<file path="config.mk">
export PLATFORM = sky130hd
export DESIGN_NAME = obj_face_fan_triangulator
export DESIGN_NICKNAME = d
export VERILOG_FILES = /design/src/rtl/core/ofan_pkg.sv /design/src/rtl/core/ofan_front.sv /design/src/rtl/core/ofan_fifo.sv /design/src/rtl/core/ofan_back.sv /design/src/rtl/core/obj_face_fan_triangulator.sv
export SDC_FILE = /design/constraint.sdc
export NUM_CORES = 1
export LEC_CHECK = 0
export ABC_CLOCK_PERIOD_IN_PS = 11200
export BUFFER_PORTS_ARGS = -buffer_cell sky130_fd_sc_hd__buf_2
export CORE_AREA = 4 4 222 224
export CTS_CLUSTER_DIAMETER = 40
export DETAILED_ROUTE_END_ITERATION = 7
export DIE_AREA = 0 0 226 228
export GPL_TIMING_DRIVEN = 0
export PLACE_DENSITY_LB_ADDON = 0.3
export SYNTH_ARGS = -nofsm -noshare
export SYNTH_HDL_FRONTEND = slang
export SYNTH_HIERARCHICAL = 1
export SYNTH_SLANG_ARGS = --single-unit
</file>
<file path="constraint.sdc">
create_clock -name clk -period 11.2 [get_ports clk]
set_input_delay 0.56 -clock clk [delete_from_list [all_inputs] [get_ports clk]]
set_output_delay 0.56 -clock clk [all_outputs]
set_load 0.01 [all_outputs]
</file>
<file path="src/rtl/core/ofan_pkg.sv">
`timescale 1ns / 1ps

package ofan_pkg;

	localparam int INDEX_BITS = 24;
	localparam int CORNER_W   = INDEX_BITS + 1;

	localparam logic [7:0] CHAR_NEWLINE = 8'd10;
	localparam logic [7:0] CHAR_SPACE   = 8'h20;
	localparam logic [7:0] CHAR_HASH    = 8'h23;
	localparam logic [7:0] CHAR_PLUS    = 8'h2b;
	localparam logic [7:0] CHAR_MINUS   = 8'h2d;
	localparam logic [7:0] CHAR_ZERO    = 8'h30;
	localparam logic [7:0] CHAR_NINE    = 8'h39;
	localparam logic [7:0] CHAR_FACE    = 8'h66;

	typedef enum logic [1:0] {
		SLOT_APEX,
		SLOT_MIDDLE,
		SLOT_FIRST_TRI,
		SLOT_FAN
	} slot_t;

	typedef struct packed {
		slot_t                       slot;
		logic signed [CORNER_W-1:0]  value;
	} token_t;

endpackage

</file>
<file path="src/rtl/core/ofan_front.sv">
`timescale 1ns / 1ps

module ofan_front import ofan_pkg::*; (
	input  logic        clk,
	input  logic        arst_n,
	input  logic        byte_take,
	input  logic [7:0]  file_byte,
	input  logic        end_of_file,
	output logic        tok_push,
	output token_t      tok_word
);

	typedef enum logic [1:0] {
		COL_FIRST,
		COL_SECOND,
		COL_BODY
	} col_t;

	col_t                   col_q, col_d;
	logic                   face_q, face_d;
	logic                   stop_q, stop_d;
	logic                   psp_q, psp_d;
	logic                   innum_q, innum_d;
	logic                   neg_q, neg_d;
	logic                   hasd_q, hasd_d;
	logic [INDEX_BITS-1:0]  mag_q, mag_d;
	slot_t                  cs_q, cs_d;

	logic                   tok_valid;
	token_t                 tok_d;
	logic                   is_digit;
	logic [INDEX_BITS+3:0]  mag_ext;
	logic [INDEX_BITS+3:0]  mag_prod;
	logic [INDEX_BITS-1:0]  mag_next;

	function automatic logic signed [CORNER_W-1:0] index_value(
		input logic                  ok,
		input logic                  neg,
		input logic [INDEX_BITS-1:0] mag
	);
		logic signed [CORNER_W-1:0] v;
		if (!ok) begin
			v = '1;
		end else if (neg) begin
			v = {1'b1, ~mag};
		end else begin
			v = {1'b0, mag} - {{INDEX_BITS{1'b0}}, 1'b1};
		end
		return v;
	endfunction

	assign is_digit = (file_byte >= CHAR_ZERO) && (file_byte <= CHAR_NINE);
	assign mag_ext  = {4'b0, mag_q};
	assign mag_prod = (mag_ext << 3) + (mag_ext << 1) + {{INDEX_BITS{1'b0}}, file_byte[3:0]};
	assign mag_next = (mag_prod[INDEX_BITS+3:INDEX_BITS] != 4'b0) ? '1
		: mag_prod[INDEX_BITS-1:0];

	always_comb begin
		col_d     = col_q;
		face_d    = face_q;
		stop_d    = stop_q;
		psp_d     = psp_q;
		innum_d   = innum_q;
		neg_d     = neg_q;
		hasd_d    = hasd_q;
		mag_d     = mag_q;
		cs_d      = cs_q;
		tok_valid = 1'b0;
		tok_d     = '{slot: SLOT_APEX, value: '0};

		if (file_byte == CHAR_NEWLINE) begin
			if (face_d && !stop_d && innum_d) begin
				tok_valid   = 1'b1;
				tok_d.value = index_value(hasd_d, neg_d, mag_d);
				tok_d.slot  = cs_d;
			end
		end else begin
			unique case (col_q)
				COL_FIRST: begin
					face_d = (file_byte == CHAR_FACE);
					col_d  = COL_SECOND;
				end
				COL_SECOND: begin
					face_d = face_q && (file_byte == CHAR_SPACE);
					psp_d  = 1'b1;
					cs_d   = SLOT_APEX;
					col_d  = COL_BODY;
				end
				default: begin
					if (face_q && !stop_q) begin
						if (innum_q) begin
							if (is_digit) begin
								mag_d  = mag_next;
								hasd_d = 1'b1;
							end else begin
								tok_valid   = 1'b1;
								tok_d.value = index_value(hasd_q, neg_q, mag_q);
								tok_d.slot  = cs_q;
								innum_d     = 1'b0;
								neg_d       = 1'b0;
								hasd_d      = 1'b0;
								mag_d       = '0;
								if (!hasd_q) begin
									stop_d = 1'b1;
								end else begin
									if (file_byte == CHAR_HASH) begin
										stop_d = 1'b1;
									end
									psp_d = (file_byte == CHAR_SPACE);
								end
							end
						end else if (file_byte == CHAR_HASH) begin
							stop_d = 1'b1;
						end else if (psp_q && file_byte != CHAR_SPACE) begin
							if (is_digit) begin
								innum_d = 1'b1;
								neg_d   = 1'b0;
								mag_d   = {{(INDEX_BITS-4){1'b0}}, file_byte[3:0]};
								hasd_d  = 1'b1;
							end else if (file_byte == CHAR_PLUS || file_byte == CHAR_MINUS) begin
								innum_d = 1'b1;
								neg_d   = (file_byte == CHAR_MINUS);
								hasd_d  = 1'b0;
								mag_d   = '0;
							end else begin
								tok_valid   = 1'b1;
								tok_d.value = index_value(1'b0, neg_q, mag_q);
								tok_d.slot  = cs_q;
								innum_d     = 1'b0;
								neg_d       = 1'b0;
								hasd_d      = 1'b0;
								mag_d       = '0;
								stop_d      = 1'b1;
							end
						end else begin
							psp_d = (file_byte == CHAR_SPACE);
						end
					end
				end
			endcase

			if (end_of_file && !tok_valid && face_d && col_d == COL_BODY && !stop_d
				&& innum_d) begin
				tok_valid   = 1'b1;
				tok_d.value = index_value(hasd_d, neg_d, mag_d);
				tok_d.slot  = cs_d;
			end
		end

		if (tok_valid) begin
			cs_d = (cs_d == SLOT_FAN) ? SLOT_FAN : slot_t'(cs_d + 2'd1);
		end

		if (file_byte == CHAR_NEWLINE || end_of_file) begin
			col_d   = COL_FIRST;
			face_d  = 1'b0;
			stop_d  = 1'b0;
			psp_d   = 1'b1;
			innum_d = 1'b0;
			neg_d   = 1'b0;
			hasd_d  = 1'b0;
			mag_d   = '0;
			cs_d    = SLOT_APEX;
		end
	end

	always_ff @(posedge clk or negedge arst_n) begin
		if (!arst_n) begin
			col_q   <= COL_FIRST;
			face_q  <= 1'b0;
			stop_q  <= 1'b0;
			psp_q   <= 1'b1;
			innum_q <= 1'b0;
			neg_q   <= 1'b0;
			hasd_q  <= 1'b0;
			mag_q   <= '0;
			cs_q    <= SLOT_APEX;
		end else if (byte_take) begin
			col_q   <= col_d;
			face_q  <= face_d;
			stop_q  <= stop_d;
			psp_q   <= psp_d;
			innum_q <= innum_d;
			neg_q   <= neg_d;
			hasd_q  <= hasd_d;
			mag_q   <= mag_d;
			cs_q    <= cs_d;
		end
	end

	assign tok_push = byte_take && tok_valid;
	assign tok_word = tok_d;

`ifndef SYNTHESIS
	a_push_in_body: assert property (@(posedge clk) disable iff (!arst_n)
		tok_push |-> (col_q == COL_BODY))
		else $error("index word pushed outside the body of a line");

	a_digit_flag: assert property (@(posedge clk) disable iff (!arst_n)
		(mag_q != '0) |-> (innum_q && hasd_q))
		else $error("magnitude held without a number in progress");
`endif

endmodule

</file>
<file path="src/rtl/core/ofan_fifo.sv">
`timescale 1ns / 1ps

module ofan_fifo import ofan_pkg::*; (
	input  logic   clk,
	input  logic   arst_n,
	input  logic   push,
	input  token_t push_word,
	input  logic   pop,
	output logic   full,
	output logic   empty,
	output token_t head_word
);

	token_t      mem_q [2];
	logic        wr_ptr_q;
	logic        rd_ptr_q;
	logic [1:0]  count_q;

	assign full      = (count_q == 2'd2);
	assign empty     = (count_q == 2'd0);
	assign head_word = mem_q[rd_ptr_q];

	always_ff @(posedge clk) begin
		if (push) begin
			mem_q[wr_ptr_q] <= push_word;
		end
	end

	always_ff @(posedge clk or negedge arst_n) begin
		if (!arst_n) begin
			wr_ptr_q <= 1'b0;
			rd_ptr_q <= 1'b0;
			count_q  <= 2'd0;
		end else begin
			if (push) begin
				wr_ptr_q <= ~wr_ptr_q;
			end
			if (pop) begin
				rd_ptr_q <= ~rd_ptr_q;
			end
			if (push && !pop) begin
				count_q <= count_q + 2'd1;
			end else if (pop && !push) begin
				count_q <= count_q - 2'd1;
			end
		end
	end

`ifndef SYNTHESIS
	a_no_overflow: assert property (@(posedge clk) disable iff (!arst_n)
		!(push && full && !pop))
		else $error("queue written while full");

	a_no_underflow: assert property (@(posedge clk) disable iff (!arst_n)
		!(pop && empty))
		else $error("queue read while empty");
`endif

endmodule

</file>
<file path="src/rtl/core/ofan_back.sv">
`timescale 1ns / 1ps

module ofan_back import ofan_pkg::*; (
	input  logic                        clk,
	input  logic                        arst_n,
	input  logic                        tok_empty,
	input  token_t                      tok_word,
	output logic                        tok_pop,
	output logic                        out_valid,
	input  logic                        out_ready,
	output logic signed [CORNER_W-1:0]  corner_a,
	output logic signed [CORNER_W-1:0]  corner_b,
	output logic signed [CORNER_W-1:0]  corner_c
);

	logic signed [CORNER_W-1:0] apex_q;
	logic signed [CORNER_W-1:0] middle_q;
	logic signed [CORNER_W-1:0] newest_q;
	logic signed [CORNER_W-1:0] out_a_q;
	logic signed [CORNER_W-1:0] out_b_q;
	logic signed [CORNER_W-1:0] out_c_q;
	logic                       out_valid_q;
	logic                       emits;

	assign tok_pop = !tok_empty && (!out_valid_q || out_ready);
	assign emits   = (tok_word.slot == SLOT_FIRST_TRI) || (tok_word.slot == SLOT_FAN);

	always_ff @(posedge clk) begin
		if (tok_pop) begin
			unique case (tok_word.slot)
				SLOT_APEX: begin
					apex_q <= tok_word.value;
				end
				SLOT_MIDDLE: begin
					middle_q <= tok_word.value;
				end
				SLOT_FIRST_TRI: begin
					newest_q <= tok_word.value;
					out_a_q  <= apex_q;
					out_b_q  <= middle_q;
					out_c_q  <= tok_word.value;
				end
				default: begin
					middle_q <= newest_q;
					newest_q <= tok_word.value;
					out_a_q  <= apex_q;
					out_b_q  <= newest_q;
					out_c_q  <= tok_word.value;
				end
			endcase
		end
	end

	always_ff @(posedge clk or negedge arst_n) begin
		if (!arst_n) begin
			out_valid_q <= 1'b0;
		end else if (tok_pop) begin
			out_valid_q <= emits;
		end else if (out_ready) begin
			out_valid_q <= 1'b0;
		end
	end

	assign out_valid = out_valid_q;
	assign corner_a  = out_a_q;
	assign corner_b  = out_b_q;
	assign corner_c  = out_c_q;

`ifndef SYNTHESIS
	a_emit_shows: assert property (@(posedge clk) disable iff (!arst_n)
		(tok_pop && emits) |=> out_valid_q)
		else $error("triangle word popped but not presented");
`endif

endmodule

</file>
<file path="src/rtl/core/obj_face_fan_triangulator.sv">
// A triangle's last index is queued, then popped into the registered corner outputs.
// Throughput: one byte per cycle while the queue is not full; one triangle word per cycle at most.
// The front parser and the triangle stage are split by a two-word queue, so either side
// stalls on its own; bytes are refused only while that queue is full.
// Reset: arst_n is asynchronous, active low, and clears all parser and handshake state.
`timescale 1ns / 1ps

module obj_face_fan_triangulator import ofan_pkg::*; (
	input  logic                        clk,
	input  logic                        arst_n,
	input  logic                        in_valid,
	output logic                        in_ready,
	input  logic [7:0]                  file_byte,
	input  logic                        end_of_file,
	output logic                        out_valid,
	input  logic                        out_ready,
	output logic signed [CORNER_W-1:0]  corner_a,
	output logic signed [CORNER_W-1:0]  corner_b,
	output logic signed [CORNER_W-1:0]  corner_c
);

	logic   byte_take;
	logic   tok_push;
	token_t tok_in;
	logic   tok_pop;
	logic   tok_full;
	logic   tok_empty;
	token_t tok_head;

	assign in_ready  = !tok_full;
	assign byte_take = in_valid && in_ready;

	ofan_front u_front (
		.clk         (clk),
		.arst_n      (arst_n),
		.byte_take   (byte_take),
		.file_byte   (file_byte),
		.end_of_file (end_of_file),
		.tok_push    (tok_push),
		.tok_word    (tok_in)
	);

	ofan_fifo u_fifo (
		.clk       (clk),
		.arst_n    (arst_n),
		.push      (tok_push),
		.push_word (tok_in),
		.pop       (tok_pop),
		.full      (tok_full),
		.empty     (tok_empty),
		.head_word (tok_head)
	);

	ofan_back u_back (
		.clk       (clk),
		.arst_n    (arst_n),
		.tok_empty (tok_empty),
		.tok_word  (tok_head),
		.tok_pop   (tok_pop),
		.out_valid (out_valid),
		.out_ready (out_ready),
		.corner_a  (corner_a),
		.corner_b  (corner_b),
		.corner_c  (corner_c)
	);

endmodule
</file>
; ---- Word-level counts from Yosys, hierarchy flattened
; Memory sizes are Yosys's and may differ from the RTL's.
; Index checks and enable logic that the tools add are counted.
[totals]
elab_cells = 207
out_inout_bits = 77
ram_bits = 54
mem_count = 1
reg_bits = 164
[mem_list]
columns = memory, words, width, rd, rd_ports_with_merged_regs, write_ports, line_no
row1 = u_fifo.mem_q, 2, 27, 1, 0, 1, ofan_fifo.sv:14  ; token_t mem_q [2];
[op_classes]
bitwise_logic = 6
addsub = 7
reduce_logical = 42
n_eq_ne = 20
n_mux = 111
order_cmp = 2
[op_table]
columns = op, n
row1 = two-way mux 27 bit, 11
row2 = two-way mux 24 bit, 10
row3 = two-way mux 25 bit, 4
row4 = case mux 25 bit (2 select lines), 2
row5 = two-way mux 1 bit, 70
row6 = "subtractor 24 x 1 -> 25 bit, second input constant", 2
row7 = inverter 24 bit, 2
row8 = "equality test 8 x 6 -> 1 bit, second input constant", 4
row9 = adder 27 x 25 -> 28 bit, 1
row10 = adder 28 x 4 -> 28 bit, 1
row11 = two-way mux 2 bit, 10
row12 = logical AND 1 bit, 15
row13 = "equality test 2 bit, second input constant", 5
row14 = "equality test 8 x 4 -> 1 bit, second input constant", 1
row15 = "equality test 8 x 7 -> 1 bit, second input constant", 1
row16 = "greater-or-equal comparator 8 x 6 -> 1 bit, second input constant", 1
row17 = "less-or-equal comparator 8 x 6 -> 1 bit, second input constant", 1
row18 = zero test 1 bit, 8
row19 = "inequality test 4 x 3 -> 1 bit, second input constant", 2
row20 = "inequality test 4 bit, second input constant", 2
row21 = "inequality test 8 x 6 -> 1 bit, second input constant", 1
row22 = AND reduction 2 bit, 4
row23 = AND reduction 8 bit, 1
row24 = zero test 2 bit, 3
row25 = other kinds (14), 26

; ---- Longest topological paths before layout
[depth]
ltp_word = 23
mapped_depth = 20
ltp_nobuf = 19

; ---- Cells and area by module
; Netlist, hierarchy kept.
[by_module_without_submodules]
columns = mod, instances, area_each_um2, cells_per_inst
row1 = ofan_front, 1, 6289.8, 881
row2 = ofan_back, 1, 4581.9, 191
row3 = ofan_fifo, 1, 2234.6, 100
row4 = obj_face_fan_triangulator, 1, 10.0, 2

; ---- Worst setup path after synthesis
; Ideal clock, no wire load.
[synth_path]
kind = flip-flop to flip-flop
startpoint = reg u_fifo.rd_ptr_q
endpoint = reg u_back.out_a_q[0], in the netlist u_back/corner_a[0] (enable)
path_slack_ps = 4356
t_required_ps = 10585
setup_time_ps = 615
t_arrival_ps = 6229
period_less_slack_ps = 6844
path_stages_with_launch = 4
n_path_buf = 1
cell_sequence = dfrtp_1 buf_6 mux2_2 nor3b_1
[synth_rtl]
columns = item, line_no
row1 = from (decl), ofan_fifo.sv:16  ; logic rd_ptr_q;
row2 = from (signal assigned), ofan_fifo.sv:39  ; rd_ptr_q <= ~rd_ptr_q;
row3 = to (signal assigned), ofan_back.sv:39  ; out_a_q <= apex_q;
row4 = to (signal assigned), ofan_back.sv:46  ; out_a_q <= apex_q;
row5 = to (decl), ofan_back.sv:19  ; logic signed [CORNER_W-1:0] out_a_q;

==> results summary <==
The flow ran to the end, and the final reports show no timing, DRC or antenna violations. For this block, the routed nets add up to 37,700 um of wire. The top achievable clock speed is ~150 MHz.

The die is 228 um tall. The initial antenna violation count came out at 0. The leakage power summed over all cells came out at 5.90 nW. The worst-case setup margin in the final layout is 4.45 ns. The number of setup violations in the final report came out at 0. The number of warnings printed during yosys synthesis came out at 6. The hold buffer count at CTS is 0. The maximum count of clock buffers along a single path is 3.

The proportion of register bits with asynchronous set or reset after synthesis is 17.9%. The instance area at placement came out at between 10,000 and 15,000 um^2. The via count of the first global-routing pass came out at 10,100. The total number of H-tree levels is 1.

Across the VDD grid, the largest voltage drop is 64.0 uV. Yosys mapped a number of flops with a built-in enable equal to between 150 and 200. Leaving out fill and tap cells, the most frequent cells in the layout are sky130_fd_sc_hd__edfxtp_1 (179), sky130_fd_sc_hd__a21oi_1 (103), sky130_fd_sc_hd__buf_2 (97), sky130_fd_sc_hd__nand2_1 (81), sky130_fd_sc_hd__o21ai_0 (75). The final sum of negative setup slack came out at 0 ns. The number of nets in the synthesized netlist is 1,242. The required time of the critical path is 11.44 ns. The number of buffers created by CTS came out at 25. The post-placement setup slack came out at approximately 4.3 ns.

In this run the tool buffered the top-level ports with 87 buffer cells. By area the synthesized netlist is led by sky130_fd_sc_hd__edfxtp_1 (41%), sky130_fd_sc_hd__dfrtp_1 (7.2%), sky130_fd_sc_hd__ha_1 (5.1%), sky130_fd_sc_hd__mux2_4 (4.8%), sky130_fd_sc_hd__a21oi_1 (3.9%). The met3 track demand over resource in global routing came out at 1.32%. The aggregate global routing overflow is 0.

The worst path arrival time came out at 6.99 ns. TritonCTS built the clock tree. Clock latency on the worst-skew pair, taken at its later pin, is 0.53 ns.

The clock input transition at the sequential cells of the worst setup and hold paths came out at 0.06 ns. The worst register-to-register path begins at u_front/mag_q[0]. The initial core utilization came out at 27.7%. The final period demand of the worst path is 6.75 ns.

Traced cell by cell, the critical path runs through inv_1 > fa_1 > fa_1 > nor2b_1 > o31a_1 > o2111ai_1 > a211oi_1 > a2bb2oi_1 > nand2_1 > or3_2 > a221oi_1 > ha_1 > and2_1 > inv_1 > nand4bb_2 > o31ai_1 > xor2_1 > a21oi_1. Between clock sinks in the finished design, the worst skew comes to 0.0180 ns. The total power density per cell area came out at roughly 170 nW/um^2. Setup repair after global routing left no endpoint under its margin. The sequential element share of the synthesized area is 48.4%.

The global-route usage over all layers came out at 14.0%. The count of unresolved DRC violations after routing came out at 0. The top-level port count is 90. In this run the tightest slew margin relative to its limit is 11.8%.

The detailed-router iteration count before antenna repair came out at 5. The synthesized area divided by synthesized cell count is 11.2 um^2. The most instantiated flip-flop cell in the synthesis netlist is sky130_fd_sc_hd__edfxtp_1. The via count came out at 10,200. The region available for standard cell placement spans 47,300 um^2.

The post-CTS setup buffer count is 0. The share of the synthesized area in the top cell type came out at 41.0%. The largest net degree at the start of global routing is 40. The number of nets at the end of the flow is 1,367. The cell type contributing the most total cell area after synthesis is sky130_fd_sc_hd__edfxtp_1. The endpoint kind of the worst setup timing path is a flop. The max-slew violation count is 0. The final design instance area without fill is approximately 15,000 um^2. The number of rows created at floorplan came out at 80.

Once layout is complete, the utilization of the core stands at 32.3%. The final cycle utilization of the critical path is about three fifths. The tree is rooted in a sky130_fd_sc_hd__clkbuf_16. In the final routed layout, each cell accounts on average for 19.5 um. Global routing consumed, on the met1 layer, between 10% and 20% of the routing resources. The delay of the slowest critical-path stage is 0.67 ns. The number of violations of the max-capacitance limit is 0. The final number of hold-violating endpoints was 0. The library cell used most frequently in the layout, excluding fill and tap cells, is sky130_fd_sc_hd__edfxtp_1. The type of element launching the critical path is a flop. The post-synthesis cell count came out at 1,174. The count of antenna-violating nets left after detailed routing is 0.

The die footprint came out at 51,500 um^2. The number of antenna diodes in the final layout is 0. The number of clock sinks came out at 218.

The first global-routing pass estimated 58,200 um of wire. The worst setup path is of the reg -> reg kind. The die width came out at 226 um. The count of placed standard cells including taps is 1,887. The netlist uses just over 90 different library cells.

The class of the worst hold path is in -> async. The highest net fanout along the worst path is 8. met2 is the most crowded layer. The fraction of layout cells with a size suffix above 1 came out at 21.8%. The worst register-to-register path has a setup slack of 4.45 ns.

The largest individual stage delay along the critical path comes from the cell sky130_fd_sc_hd__a221oi_1. The count of non-filler cells in the finished layout came out at around 1,900. The total standard cell area after synthesis is 13,100 um^2. The post-synthesis sequential element count is 218.

The number of cells on the worst reg-to-reg path is 18. After the first detailed-routing iteration, the DRC count stood at between 900 and 1,000. The post-synthesis to final-layout area growth came out at 16.7%. The endpoint identified for the worst register-to-register timing path is u_fifo/mem_q[0][16]. The number of cells upsized or downsized after cts came out at 0.

For the pin with the worst max-slew slack, the measured transition is 1.31 ns. The routed via count divided by cell count is 5.27. The global routing met2 resource utilization is about a quarter. The detailed placer's ending HPWL came out at 29,200 um. At the end of routability-driven placement, the weighted congestion stood at 0.913.
-- area by class of cell --
type                       instances  area [um^2]
multi-input combinational        857         6250
clock buffer                      31          648
timing repair buffer              98          548
clock inverter                    15          198
buffer                            61          400
fill                            4826        32000
inverter                          38          143
tap                              615          769
sequential                       218         6350
-- synthesized netlist by cell type, types with 23 or more instances --
| cell | n |
|---|---|
| sky130_fd_sc_hd__edfxtp_1 | 179 |
| sky130_fd_sc_hd__a21oi_1 | 103 |
| sky130_fd_sc_hd__nand2_1 | 81 |
| sky130_fd_sc_hd__o21ai_0 | 75 |
| sky130_fd_sc_hd__nor2_1 | 70 |
| sky130_fd_sc_hd__ha_1 | 53 |
| sky130_fd_sc_hd__mux2_4 | 42 |
| sky130_fd_sc_hd__dfrtp_1 | 38 |
| sky130_fd_sc_hd__inv_1 | 38 |
| sky130_fd_sc_hd__mux2_2 | 36 |
| sky130_fd_sc_hd__clkbuf_1 | 32 |
| sky130_fd_sc_hd__xnor2_1 | 32 |
| sky130_fd_sc_hd__a31oi_1 | 23 |
| sky130_fd_sc_hd__nor3_1 | 23 |
-- how the worst max path moves through the flow --
stage	endpoint	depth (start not counted)	slack, ns	start
after CTS	u_fifo/mem_q[1][16]	18	4.59	u_front/mag_q[0]
after floorplan	u_back/corner_a[0]	3	4.36	u_fifo/rd_ptr_q
after global routing	u_fifo/mem_q[0][20]	18	4.19	u_front/mag_q[0]
after global placement	u_back/corner_b[6]	3	1.80	u_fifo/rd_ptr_q
final	u_fifo/mem_q[0][16]	18	4.45	u_front/mag_q[0]
after detailed placement	u_fifo/mem_q[0][16]	19	4.33	file_byte[3]
-- logic make-up after synthesis --
group,after synthesis,share of synthesized area (%)
AO/OA/AOI/OAI,371,18.5
XOR/XNOR,52,3.47
buffers and inverters,99,4.14
AND/OR/NAND/NOR,297,11.9
multiplexers,82,8.20
flip-flops,218,48.4
adder cells (fa/ha/maj),55,5.36
-- stage by stage --
stage / hold slack, ns / total power [mW]
after floorplan: 0.264 / 1.53
after global placement: 0.404 / 1.74
after detailed placement: 0.405 / 1.76
after CTS: 0.226 / 2.59
after global routing: 0.280 / 2.68
final: 0.199 / 2.56
-- sequential cells by signal, indices dropped and copies added, names as in the netlist, 2 cells and up --
name             cells
u_back/corner_c     25
u_front/col_q        2
u_back/corner_a     25
u_fifo/count_q       2
u_back/middle_q     25
u_fifo/mem_q        54
u_front/mag_q       24
u_front/cs_q         2
u_back/corner_b     25
u_back/apex_q       25
-- layer usage --
layer | vias to the layer above | share of wire, %
li1 | 4780 | -
met1 | 4955 | 44
met2 | 359 | 47
met3 | 85 | 4.9
met4 | 0 | 4.0
met5 | - | 0
-- worst max-delay path: cells and delay by family (launching register included) --
kind,cells,cell delay [ns]
compound gates,7,2.28
simple gates,5,1.68
fa+ha+maj,3,1.38
flops,1,0.56
buf+inv,2,0.28
xor+xnor,1,0.28
-- where the power goes --
group          total (mW)  switching [mW]  internal [mW]
clock               0.829           0.338          0.492
sequential           1.15          0.0667           1.08
combinational       0.580           0.313          0.267
total                2.56           0.717           1.84
Power figures use the tool's default switching activity.
